$ cat config.mk
export PLATFORM = sky130hd
export DESIGN_NAME = vma_fifo
export DESIGN_NICKNAME = d
export VERILOG_FILES = /design/src/hw/rtl/vma_pkg.sv /design/src/hw/rtl/vma_fifo.sv
export SDC_FILE = /design/constraint.sdc
export NUM_CORES = 1
export LEC_CHECK = 0
export ABC_AREA = 1
export BUFFER_PORTS_ARGS = -buffer_cell sky130_fd_sc_hd__buf_2
export CELL_PAD_IN_SITES_DETAIL_PLACEMENT = 0
export CELL_PAD_IN_SITES_GLOBAL_PLACEMENT = 2
export CORE_MARGIN = 2
export CORE_UTILIZATION = 39
export CTS_BUF_LIST = sky130_fd_sc_hd__clkbuf_2 sky130_fd_sc_hd__clkbuf_4 sky130_fd_sc_hd__clkbuf_8
export DETAILED_ROUTE_END_ITERATION = 6
export PLACE_DENSITY = 0.91
export SETUP_SLACK_MARGIN = 0.3
export SYNTH_ARGS = -nofsm -noshare
export SYNTH_HDL_FRONTEND = slang
export SYNTH_SLANG_ARGS = --single-unit
$ cat constraint.sdc
create_clock -name clk -period 6.4 [get_ports clk]
set_input_delay 1.28 -clock clk [delete_from_list [all_inputs] [get_ports clk]]
set_output_delay 1.28 -clock clk [all_outputs]
set_load 0.02 [all_outputs]
$ cat src/hw/rtl/vma_pkg.sv
// ----------------------------------------------------------------------------
// Vector moving average package
// Shared constants and the operation code used by the front and back parts.
// ----------------------------------------------------------------------------
package vma_pkg;

  // Default sizing of the averaging ring and of one sample.
  localparam int MAX_CELLS_DEF   = 1024;
  localparam int SAMPLE_BITS_DEF = 32;

  // Width of the window length register as written by software.
  localparam int CFG_BITS = 11;

  // Number of vector components handled side by side.
  localparam int LANES = 3;

  // Depth of the queue between the front and the back part.
  localparam int QUEUE_DEPTH = 2;

  // Operation decoded from the mode field of a request.
  typedef enum logic {
    OP_PUSH = 1'b0,
    OP_FILL = 1'b1
  } op_t;

endpackage

$ cat src/hw/rtl/vma_fifo.sv
// ----------------------------------------------------------------------------
// Vector moving average queue
// Small register queue that decouples the front part from the back part.
// ----------------------------------------------------------------------------
module vma_fifo import vma_pkg::*; #(
  parameter int WIDTH = 97,
  parameter int DEPTH = QUEUE_DEPTH
) (
  input  logic             clk,
  input  logic             rst,
  input  logic             wr_valid,
  output logic             wr_ready,
  input  logic [WIDTH-1:0] wr_data,
  output logic             rd_valid,
  input  logic             rd_ready,
  output logic [WIDTH-1:0] rd_data
);

  localparam int PW = $clog2(DEPTH);
  localparam int CW = $clog2(DEPTH + 1);

  logic [WIDTH-1:0] slots [DEPTH];
  logic [PW-1:0]    wr_ptr;
  logic [PW-1:0]    rd_ptr;
  logic [CW-1:0]    count;
  logic             do_wr;
  logic             do_rd;

  assign wr_ready = (count != CW'(DEPTH));
  assign rd_valid = (count != '0);
  assign rd_data  = slots[rd_ptr];
  assign do_wr    = wr_valid && wr_ready;
  assign do_rd    = rd_valid && rd_ready;

  // Storage is payload only.
  always_ff @(posedge clk) begin
    if (do_wr) begin
      slots[wr_ptr] <= wr_data;
    end
  end

  // Pointers and occupancy.
  always_ff @(posedge clk) begin
    if (rst) begin
      wr_ptr <= '0;
      rd_ptr <= '0;
      count  <= '0;
    end else begin
      if (do_wr) begin
        wr_ptr <= (wr_ptr == PW'(DEPTH - 1)) ? '0 : wr_ptr + PW'(1);
      end
      if (do_rd) begin
        rd_ptr <= (rd_ptr == PW'(DEPTH - 1)) ? '0 : rd_ptr + PW'(1);
      end
      if (do_wr && !do_rd) begin
        count <= count + CW'(1);
      end else if (do_rd && !do_wr) begin
        count <= count - CW'(1);
      end
    end
  end

endmodule

Yosys cells after proc, flatten, opt, wreduce, memory -nomap -nowiden
Memory sizes are Yosys's and may differ from the RTL's. A register that Yosys moved wholly into a read port is not among the register bits. Index checks and enable logic that the tools add are counted.

Register bits after elaboration: 4. Bits in latches: 0. RAM bits: 194. Bits in read-only memories: 0. Input bits: 101. Output and inout port bits: 99. Logic and storage cells: 25. Memories: 1.

Memories: slots (depth 2, bits a word 97, read ports 1, clocked after memory_dff 1, write ports 1, line vma_fifo.sv:22) `logic [WIDTH-1:0] slots [DEPTH];`.

Add/subtract/negate cells: 4. Multipliers: 0. Div/mod/pow operators: 0. Order comparisons: 0. Eq/ne operators: 1. Shift-type cells: 0. Mux-type cells: 8. Bitwise gates (word level): 0. Reductions and logical operators: 8.

Operators by type and width (count): $mux W1 (6); $logic_and A1 B1 Y1 (4); $mux W2 (2); $reduce_bool A2 Y1 (2); $add A1 B1 Y1 const B (2); $add A2 B1 Y2 const B (1); $logic_not A1 Y1 (2); $ne A2 B2 Y1 const B (1); $sub A2 B1 Y2 const B (1).

Depth between registers and ports, before layout
Depth in word-level cells: 6. Gate-level depth with buffers: 11. Mapped depth without buffers: 11.

Least setup slack after synthesis
OpenSTA, ideal clock, no wires.

Kind: input -> register. Start: input wr_valid. End: memory slots[0][0], enable pin. Library setup time: 554 ps. Arrival time: 5417 ps. Data required time: 5846 ps. Setup slack: 430 ps. Stages on the path: 2. Path through: nand2_1 > nor2_1.

Longest elaborated chain between the ends: 3.

Ends and longest elaborated chain: start: declaration (line vma_fifo.sv:11) `input logic wr_valid,`; $logic_and A1 B1 Y1 (line vma_fifo.sv:32) `assign do_wr = wr_valid && wr_ready;`; $mux W1 (line vma_fifo.sv:37) `if (do_wr) begin`; $mux W1 (implied by the code) (line vma_fifo.sv:38) `slots[wr_ptr] <= wr_data;`; end: declaration (line vma_fifo.sv:22).

Every way passes these cells.

==> flow_summary.json <==
{
  "drt_iter0_markers": 187,
  "ys_seq_area_share_pct": 80.56,
  "path_buf_inv": 2,
  "max_stage_delay_ps": 960,
  "grt_pass1_wl_um": 20580,
  "worst_path_dominant_cell_family": "flip-flops",
  "die_area_sq_um": 19980,
  "grt.total_usage_pct": 13.46,
  "yosysWarnings": 0,
  "fin_crit_ps": 3900,
  "postCtsSetupBuffers": 0,
  "rows": 50,
  "avgRoutedWirePerCell_um": 16.80,
  "grt_busiest_layer": "met2",
  "hold_buffers": 0,
  "met2_usage_pct": 21.92,
  "yosys.area.top_type_share_pct": 79.20,
  "fp.dieW_um": 141.3,
  "hold_viol_final": 0,
  "drive_above_1_share_pct": 59.57,
  "viasPerCell": 4.692,
  "finalSetupTns_ps": 0,
  "gr-total-overflow": 0,
  "crit_chain": "buf_4, mux2_2, buf_2",
  "synth_most_common_cell": "edfxtp_1",
  "synth_largest_area_cell": "edfxtp_1",
  "grt_pass1_vias": 4011,
  "tightestPinTransition_ps": 897.6,
  "maxCapViolations": 0,
  "grt_max_degree": 64,
  "ys_ff_latch": 199,
  "gr-usage-met3_pct": 5.332,
  "setup_viol": 0,
  "gp_congestion": 0.7127,
  "cts-resized-gates": 0,
  "met1_usage_pct": 16.57,
  "p_per_area_nw_per_um2": 374.4,
  "netlist_instances": 339,
  "worstPathMaxFanout": 63,
  "preCtsSetupSlack_ps": 2910,
  "start_kind": "flop",
  "die_h_um": 141.3,
  "tritoncts": "built",
  "drc": 0,
  "syn_area_sq_um": 7356,
  "async_flop_share_pct": 0,
  "fin_crit_sh_pct": 60.94,
  "antenna_found_initial": 1,
  "core_region_area_sq_um": 18580,
  "whs_ps": 519.1,
  "synth-main-ff-cell": "edfxtp_1",
  "dpl.hpwl_um": 8948,
  "cts_made_buffers": 17,
  "fin_worst_skew_ps": 13.61,
  "cts_buffer_depth": 2,
  "vias": 3744,
  "nNetsFinal": 653,
  "io_pins": 200,
  "critPathRequiredTime_ps": 5120,
  "crit_type": "flop to primary output",
  "clock.fmax_ghz": 0.2564,
  "clock-root-buffer": "clkbuf_8",
  "synth-edff-count": 194,
  "clock_sinks": 199,
  "end_kind": "primary output",
  "io_buffer_count": 199,
  "rsz0062_at_grt": "no",
  "cpMaxStageDelayCell": "dfxtp_4",
  "leakagePower_nw": 3.400,
  "clk_latency_ps": 450,
  "drt-total-wl_um": 13410,
  "vdd_drop_max_mv": 0.1810,
  "maxSlewHeadroom_pct": 40.16,
  "syn_area_per_cell_sq_um": 21.70,
  "final_antenna_net_count": 0,
  "critPathArrivalTime_ps": 2620,
  "outcome": "finished, final reports clean",
  "slew_viol_final": 0,
  "ys_types": 14,
  "n_antenna_cell": 0,
  "setup_ws_ps": 2500,
  "synthTopCellsByCount": "edfxtp_1, mux2_2, mux2_4",
  "syn_nets": 441,
  "holdCritPathClass": "flop to flop",
  "htree_levels": 4,
  "path_clk_slew_ps": 90,
  "initial_core_util_pct": 39.59,
  "area.growth.synth_to_final_pct": 21.94,
  "firstDrtPassIters": 4,
  "synthTopCellsByArea": "edfxtp_1, mux2_2, mux2_4, dfxtp_1, buf_6"
}
## state kept, by name, summed over array words and instances, names as in the netlist, named ones only
name and flops:
count 2, wr_ptr 1, rd_ptr 1, slots 194
## through the flow
step / util, % / std cells / cell area [sq um] / total power, W
after floorplan: - / 339 / 7356 / 0.002414
after global placement: 46.36 / 766 / 8615 / 0.002662
after detailed placement: 46.36 / 766 / 8615 / 0.002687
after CTS: 48.28 / 798 / 8970 / 0.003413
after global routing: 48.28 / 798 / 8970 / 0.003532
final: 48.28 / 798 / 8970 / 0.003358
## final timing paths
path,start,slack [ps],depth (start not counted),endpoint
setup / recovery,flop,2500,3,rd_data[82]
hold / removal,rd_ptr$_SDFFE_PP0P_,520,2,rd_ptr$_SDFFE_PP0P_
setup reg to reg,count[0]$_SDFFE_PP0P_,4010,6,slots[1][79]$_DFFE_PP_
hold reg to reg,rd_ptr$_SDFFE_PP0P_,520,2,rd_ptr$_SDFFE_PP0P_
## report_power, final
group          internal, W  switching, W  total (W)  leakage [nW]
combinational     0.000374      0.000531   0.000905          1.36
clock             0.000305      0.000415   0.000720         0.188
sequential         0.00165     0.0000867    0.00173          1.85
## cell type report
class                   count  area, sq um
multi-input cells         121         1329
well taps                 234        292.8
clock buffers              22        284.0
clock inverters            10        71.32
repair buffers            204         1033
flip-flops and latches    199         5929
inverters                   8        30.03
fillers                  1560         9610
## routing by layer
| metal | vias to the layer above | share of wire [%] |
|---|---|---|
| li1 | 1742 | - |
| met5 | - | 0.097 |
| met4 | 2 | 0.79 |
| met2 | 129 | 49 |
| met3 | 11 | 7.4 |
| met1 | 1860 | 42 |
## kinds of logic after synthesis
family / after synthesis / synth area share (%)
DFF: 199 / 80.56
adders and majority gates: 1 / 0.1701
and+or+nand+nor: 19 / 1.038
muxes: 97 / 16.38
buffers and inverters: 19 / 1.582
AOI/OAI and AO/OA: 4 / 0.2722
## tightest hold or removal path, stage by stage, from the launching register on
cell,delay (ps)
dfxtp_1,340
a21oi_1,50
nor2_1,90
## layout by cell type, fill, tap and decap left out, drive strengths merged
cell      count
mux2         97
nor2          7
clkinv        7
o21ai         2
a21oi         2
inv          10
nand3         2
clkinvlp      1
buf         204
nand4         1
dfxtp         5
edfxtp      194
clkbuf       22
ha            1
nand2         9
Note: power is estimated with default switching activity, not from simulation.
