$ cat src/hw/rtl/vma_pkg.sv
// ----------------------------------------------------------------------------
// Vector moving average package
// Shared constants and the operation code used by the front and back parts.
// ----------------------------------------------------------------------------
package vma_pkg;

  // Default sizing of the averaging ring and of one sample.
  localparam int MAX_CELLS_DEF   = 1024;
  localparam int SAMPLE_BITS_DEF = 32;

  // Width of the window length register as written by software.
  localparam int CFG_BITS = 11;

  // Number of vector components handled side by side.
  localparam int LANES = 3;

  // Depth of the queue between the front and the back part.
  localparam int QUEUE_DEPTH = 2;

  // Operation decoded from the mode field of a request.
  typedef enum logic {
    OP_PUSH = 1'b0,
    OP_FILL = 1'b1
  } op_t;

endpackage

$ cat src/hw/rtl/vma_if.sv
// ----------------------------------------------------------------------------
// Vector moving average channels
// Valid/ready channels for input samples and for output means.
// ----------------------------------------------------------------------------
interface vma_sample_if import vma_pkg::*; #(
  parameter int SAMPLE_BITS = SAMPLE_BITS_DEF
);
  logic                          valid;
  logic                          ready;
  logic                          mode;
  logic signed [SAMPLE_BITS-1:0] sample_x;
  logic signed [SAMPLE_BITS-1:0] sample_y;
  logic signed [SAMPLE_BITS-1:0] sample_z;

  modport source (output valid, mode, sample_x, sample_y, sample_z, input ready);
  modport sink   (input valid, mode, sample_x, sample_y, sample_z, output ready);
endinterface


$ cat src/hw/rtl/vma_front.sv
// ----------------------------------------------------------------------------
// Vector moving average front part
// Accepts sample requests, decodes the operation and stages them for the queue.
// ----------------------------------------------------------------------------
module vma_front import vma_pkg::*; #(
  parameter int SAMPLE_BITS = SAMPLE_BITS_DEF
) (
  input  logic                                clk,
  input  logic                                rst,
  vma_sample_if.sink                          samples,
  output logic                                push_valid,
  input  logic                                push_ready,
  output logic [LANES*SAMPLE_BITS:0]          push_data
);

  logic                         stage_valid;
  logic [LANES*SAMPLE_BITS:0]   stage;
  logic                         accept;
  op_t                          op;

  // The stage frees up in the same cycle the queue takes its content.
  assign samples.ready = !stage_valid || push_ready;
  assign accept        = samples.valid && samples.ready;
  assign push_valid    = stage_valid;
  assign push_data     = stage;

  // Decode the mode field into an operation.
  always_comb begin
    unique case (samples.mode)
      1'b1:    op = OP_FILL;
      default: op = OP_PUSH;
    endcase
  end

  // Staging register: operation over the three lanes, lane x in the low bits.
  always_ff @(posedge clk) begin
    if (rst) begin
      stage_valid <= 1'b0;
    end else if (accept) begin
      stage_valid <= 1'b1;
    end else if (push_ready) begin
      stage_valid <= 1'b0;
    end
    if (accept) begin
      stage <= {op, samples.sample_z, samples.sample_y, samples.sample_x};
    end
  end

endmodule

$ cat src/flat_wrapper.sv
// flat-port wrapper written by rule: the top's interface ports become plain ports
module vma_front_flat import vma_pkg::*;
#(
  parameter int SAMPLE_BITS = SAMPLE_BITS_DEF
)
  (clk, rst, push_valid, push_ready, push_data, samples_valid, samples_mode, samples_sample_x, samples_sample_y, samples_sample_z, samples_ready);
  vma_sample_if #(.SAMPLE_BITS(SAMPLE_BITS)) samples_i ();
  input  logic clk;
  input  logic rst;
  output logic push_valid;
  input  logic push_ready;
  output logic [LANES*SAMPLE_BITS:0] push_data;
  input wire logic [$bits(samples_i.valid)-1:0] samples_valid;
  input wire logic [$bits(samples_i.mode)-1:0] samples_mode;
  input wire logic [$bits(samples_i.sample_x)-1:0] samples_sample_x;
  input wire logic [$bits(samples_i.sample_y)-1:0] samples_sample_y;
  input wire logic [$bits(samples_i.sample_z)-1:0] samples_sample_z;
  output wire logic [$bits(samples_i.ready)-1:0] samples_ready;
  assign samples_i.valid = samples_valid;
  assign samples_i.mode = samples_mode;
  assign samples_i.sample_x = samples_sample_x;
  assign samples_i.sample_y = samples_sample_y;
  assign samples_i.sample_z = samples_sample_z;
  assign samples_ready = samples_i.ready;
  vma_front #(.SAMPLE_BITS(SAMPLE_BITS)) u_core (.clk(clk), .rst(rst), .samples(samples_i), .push_valid(push_valid), .push_ready(push_ready), .push_data(push_data));
endmodule
$ cat config.mk
export PLATFORM = sky130hd
export DESIGN_NAME = vma_front_flat
export DESIGN_NICKNAME = d
export VERILOG_FILES = /design/src/hw/rtl/vma_pkg.sv /design/src/hw/rtl/vma_if.sv /design/src/hw/rtl/vma_front.sv /design/src/flat_wrapper.sv
export SDC_FILE = /design/constraint.sdc
export NUM_CORES = 1
export LEC_CHECK = 0
export BUFFER_PORTS_ARGS = -buffer_cell sky130_fd_sc_hd__buf_2
export CAP_MARGIN = 0
export CORE_ASPECT_RATIO = 1.2
export CORE_MARGIN = 3
export CORE_UTILIZATION = 41
export CTS_BUF_LIST = sky130_fd_sc_hd__clkbuf_16
export DETAILED_ROUTE_END_ITERATION = 7
export GPL_TIMING_DRIVEN = 0
export PLACE_DENSITY = 0.79
export REMOVE_ABC_BUFFERS = 1
export SLEW_MARGIN = 10
export SYNTH_ARGS = -nofsm -noshare
export SYNTH_HDL_FRONTEND = slang
export SYNTH_SLANG_ARGS = --single-unit
$ cat constraint.sdc
create_clock -name clk -period 2.1 [get_ports clk]
set_clock_uncertainty 0.1 [all_clocks]
set_input_delay 0.21 -clock clk [delete_from_list [all_inputs] [get_ports clk]]
set_output_delay 0.21 -clock clk [all_outputs]
set_load 0.1 [all_outputs]
# Yosys cells after proc, flatten, opt, wreduce, memory -nomap -nowiden
# Index checks and enable logic that the tools add are counted.
# Widths: inputs -> output; s select.
[word_totals] ff_bits=98 in_bits=101 output_inout_bits=99 wordCells=9
[op_classes] muxes=3 n_reduce_logical=4
[op_table] op="$mux 1" n=3
[op_table] op="$reduce_bool 2->1" n=1
[op_table] op="$logic_and 1x1->1" n=1
[op_table] op="$logic_not 1->1" n=1
[op_table] op="$logic_or 1x1->1" n=1

# Logic depth before layout (Yosys ltp)
[depth] word_depth=4 ltp_mapped=2 ltp_nobuf=2

# Worst setup path after synthesis
# Ideal clock, no wire load.
[synth_path] path_kind="flip-flop to flip-flop" start="register u_core.stage_valid, in the netlist u_core.push_valid" end="register u_core.stage[0], in the netlist u_core.push_data[0] (enable)" setup_ns=0.388 t_arrival_ns=1.947 required_ns=1.612 setup_slack_ns=-0.335 path_stages_with_launch=3 n_path_buf=0 period_less_slack_ns=2.435 path_cell_list="dfxtp_1 > nand2b_4 > and2_4"
[synth_between] elab_chain_len=3
[synth_rtl] element="start: declaration" line="vma_front.sv:16" rtl="logic stage_valid;"
[synth_rtl] element="start signal: assignment" line="vma_front.sv:38" rtl="stage_valid <= 1'b0;"
[synth_rtl] element="start signal: assignment" line="vma_front.sv:40" rtl="stage_valid <= 1'b1;"
[synth_rtl] element="start signal: assignment" line="vma_front.sv:42" rtl="stage_valid <= 1'b0;"
[synth_rtl] element="$logic_not 1->1" line="vma_front.sv:22" rtl="assign samples.ready = !stage_valid || push_ready;"
[synth_rtl] element="$logic_or 1x1->1" line="vma_front.sv:22"
[synth_rtl] element="via samples_ready" line="flat_wrapper.sv:18" rtl="output wire logic [$bits(samples_i.ready)-1:0] samples_ready;"
[synth_rtl] element="$logic_and 1x1->1" line="vma_front.sv:23" rtl="assign accept = samples.valid && samples.ready;"
[synth_rtl] element="via u_core.accept" line="vma_front.sv:18" rtl="logic accept;"
[synth_rtl] element="end signal: assignment" line="vma_front.sv:45" rtl="stage <= {op, samples.sample_z, samples.sample_y, samples.sample_x};"
[synth_rtl] element="end: declaration" line="vma_front.sv:17" rtl="logic [LANES*SAMPLE_BITS:0] stage;"
# The timed path passes the listed nets, and every way through them passes these cells.
# A chain may end at the register's enable or synchronous reset.

# Worst setup path after layout
[layout_path] start="register u_core.stage_valid, in the netlist u_core.push_valid" end="register u_core.stage[78], in the netlist u_core.push_data[78] (enable)"
[layout_between] elab_chain_len=3
[layout_rtl] element="$logic_not 1->1" line="vma_front.sv:22"
[layout_rtl] element="$logic_or 1x1->1" line="vma_front.sv:22"
[layout_rtl] element="$logic_and 1x1->1" line="vma_front.sv:23"
[layout_rtl] element="via u_core.accept" line="vma_front.sv:18"
# The timed path passes the listed nets, and every way through them passes these cells.

==> run summary <==
PLACED DESIGN
-------------------------------------------------------------------------------------------------
Number of placed instances, taps included ..........................................          388
Count of input and output buffers ..................................................          199
Final HPWL DP ......................................................................      5320 um
Final weighted congestion in routability-driven placement ..........................        0.692

DIE
-------------------------------------------------------------------------------------------------
Effective utilization at floorplan .................................................        42.8%
Die span in x ......................................................................      83.7 um
Std cell rows ......................................................................           33
Area of the die ....................................................................   8300 sq um
Top-level port count ...............................................................          200
Height of the die ..................................................................      99.2 um
Total core area ....................................................................   6940 sq um

CRITICAL PATH
-------------------------------------------------------------------------------------------------
Sort of element at the end of the critical path ....................................     register
Maximum fanout along the worst path ................................................           66
Arrival time at the worst endpoint .................................................      1570 ps
Data required time of the critical path ............................................      2010 ps
CP startpoint kind .................................................................     register
Setup slack on the worst flop-to-flop path .........................................       440 ps
Crit path kind ..................................................................... register to register

CELLS AND AREA
-------------------------------------------------------------------------------------------------
Layout cells sized above 1 .........................................................        52.4%
Relative area change from synthesis to final layout ................................        80.9%
Utilization after layout ...........................................................        77.4%
Count of non-filler cells in the finished layout ...................................          504
Net count of the finished layout ...................................................          512

ROUTING
-------------------------------------------------------------------------------------------------
Post-Route WL ......................................................................      9330 um
Detail Route Antenna Nets ..........................................................            0
Number of design-rule violations left by the first detailed-router iteration .......           97
Wirelength per Cell ................................................................      18.5 um
Average via count per standard cell ................................................         4.58
Detailed-routing iteration count for the pre-antenna-repair pass ...................            4
Overall via count from detail_route ................................................         2309
DRC violation count after routing ..................................................            0

GLOBAL ROUTE
-------------------------------------------------------------------------------------------------
Vias in the first global route .....................................................         2542
GRT Overall Usage ..................................................................        22.8%
Global-route wire length before repair .............................................     13600 um
GRT overflow .......................................................................            0
Initial antenna violation count ....................................................            1
Maximum number of pins on one net before global-route repair .......................           98

CLOCKING
-------------------------------------------------------------------------------------------------
H-tree lvl count ...................................................................            3
Clk sinks ..........................................................................           98
Worst skew pair latency ............................................................       330 ps
Clock slew seen by the registers of the worst setup and hold paths .................        70 ps
Master cell of the clock root buffer ............................................... sky130_fd_sc_hd__clkbuf_16
Total clock buffers created by CTS .................................................            9
Number of gates resized after CTS ..................................................            0
Max clock buf depth ................................................................            2
Hold bufs inserted after CTS .......................................................           98
Number of setup buffers added after CTS ............................................            0
Clock tree from TritonCTS ..........................................................          yes

POWER
-------------------------------------------------------------------------------------------------
Peak supply drop ...................................................................     0.615 mV
Pwr per Cell Area ..................................................................  947 nW/um^2
Reg power frac .....................................................................        45.6%
Net switching power ................................................................    0.00171 W
Fraction of power spent switching nets .............................................        33.7%
Internal power .....................................................................    0.00337 W
Clock network power share ..........................................................        30.4%
Static power due to leakage ........................................................      2.31 nW
Combinational group share of total power ...........................................        24.0%

JOB
-------------------------------------------------------------------------------------------------
Number of maximum-capacitance constraint violations ................................            0

STA
-------------------------------------------------------------------------------------------------
Final setup viols ..................................................................            0
Final-report max-slew violation count ..............................................            0
Hold Slack .........................................................................      37.0 ps
Worst slew slack as a fraction of its limit ........................................        65.2%
Maximum clock frequency ............................................................      603 MHz
Unrepaired setup endpoints after global routing ....................................           no
Ratio of final minimum period to clock period ......................................        79.0%
Fin. Hold Viols ....................................................................            0
Final Critical Period ..............................................................      1660 ps
Least-Margin Pin Slew ..............................................................       526 ps

LOGIC SYNTHESIS
-------------------------------------------------------------------------------------------------
Syn_area_per_cell ..................................................................   29.1 sq um
Mapped cell area ...................................................................   2970 sq um
Synth warnings .....................................................................            0
Flop and latch count out of synthesis ..............................................           98
Seq/Total Area, Yosys ..............................................................        98.8%
Number of instances in the synthesized netlist .....................................          102
Number of distinct library cell variants in the gate-level netlist after synthesis .            6

OUTCOME
-------------------------------------------------------------------------------------------------
Status ............................................................................. finished clean

WORST HOLD PATH
-------------------------------------------------------------------------------------------------
Min-delay worst type ............................................................... primary input to register

==> metrics by stage <==
step	area, sq um	setup WS (ps)	TNS, ps	power, W
2_1_floorplan	2970	-335	-32490	0.00320
3_3_place_gp	4070	243	0	0.00340
3_5_place_dp	4070	199	0	0.00342
4_1_cts	5340	202	0	0.00509
5_1_grt	5370	357	0	0.00523
6_report	5370	441	0	0.00508
==> kinds of logic after synthesis <==
logic type / share of synthesized area (%)
AO/OA/AOI/OAI: 0.295
flip-flops: 98.8
AND/OR/NAND/NOR: 0.759
buffers and inverters: 0.126
==> worst paths after layout <==
path | endpoint | cells past startpoint | startpoint
max | u_core.push_data[78] | 3 | u_core.push_valid
max reg2reg | u_core.push_data[78] | 3 | u_core.push_valid
min reg2reg | u_core.push_valid | 2 | u_core.push_valid
min | u_core.push_valid | 3 | samples_valid
==> area by class of cell <==
class	instances	area [sq um]
clock inverters	7	58.8
well taps	87	109
multi-input cells	3	31.3
repair buffers	298	2000
clock buffers	9	225
inverters	1	3.75
diodes	1	2.50
flip-flops and latches	98	2930
fillers	402	1570
==> critical path, stage by stage (launching register included) <==
cell                       delay (ps)
sky130_fd_sc_hd__dfxtp_1          330
sky130_fd_sc_hd__nand2b_4          90
sky130_fd_sc_hd__and2_4           430
sky130_fd_sc_hd__buf_16           340
==> cells in the final DEF, fill, tap and decap left out <==
cell	synthesis	final
sky130_fd_sc_hd__inv_1	1	1
sky130_fd_sc_hd__dlygate4sd3_1	0	98
sky130_fd_sc_hd__a21oi_2	1	1
sky130_fd_sc_hd__buf_2	0	199
sky130_fd_sc_hd__and2_4	1	1
sky130_fd_sc_hd__buf_16	0	1
sky130_fd_sc_hd__clkinv_4	0	3
sky130_fd_sc_hd__nand2b_4	1	1
sky130_fd_sc_hd__clkbuf_16	0	9
sky130_fd_sc_hd__diode_2	0	1
sky130_fd_sc_hd__inv_6	0	2
sky130_fd_sc_hd__clkinv_1	0	1
sky130_fd_sc_hd__edfxtp_1	97	97
sky130_fd_sc_hd__dfxtp_1	1	1
sky130_fd_sc_hd__inv_8	0	1
==> layer usage <==
layer / GRT usage, % / wire length (um) / up-vias
met5: 0 / 0 / -
met4: 13.2 / 371 / 0
met2: 42.7 / 5330 / 138
li1: - / - / 1035
met1: 22.5 / 3030 / 1110
met3: 5.72 / 596 / 26
==> cells in the mapped netlist <==
cell | n | area share [%]
sky130_fd_sc_hd__and2_4 | 1 | 0.30
sky130_fd_sc_hd__edfxtp_1 | 97 | 98
sky130_fd_sc_hd__inv_1 | 1 | 0.13
sky130_fd_sc_hd__a21oi_2 | 1 | 0.30
sky130_fd_sc_hd__nand2b_4 | 1 | 0.46
sky130_fd_sc_hd__dfxtp_1 | 1 | 0.67
==> power groups by stage <==
stage          sequential [W]  clock [W]  combinational, W
6_report              0.00232    0.00154           0.00122
5_1_grt               0.00233    0.00166           0.00125
4_1_cts               0.00232    0.00157           0.00120
3_5_place_dp          0.00236          0           0.00106
3_3_place_gp          0.00235          0           0.00105
2_1_floorplan         0.00316          0         0.0000453
==> registers in the layout (all words and copies together) (netlist names) <==
signal,cells
u_core.push_valid,1
u_core.push_data,97
Power figures use the tool's default switching activity.
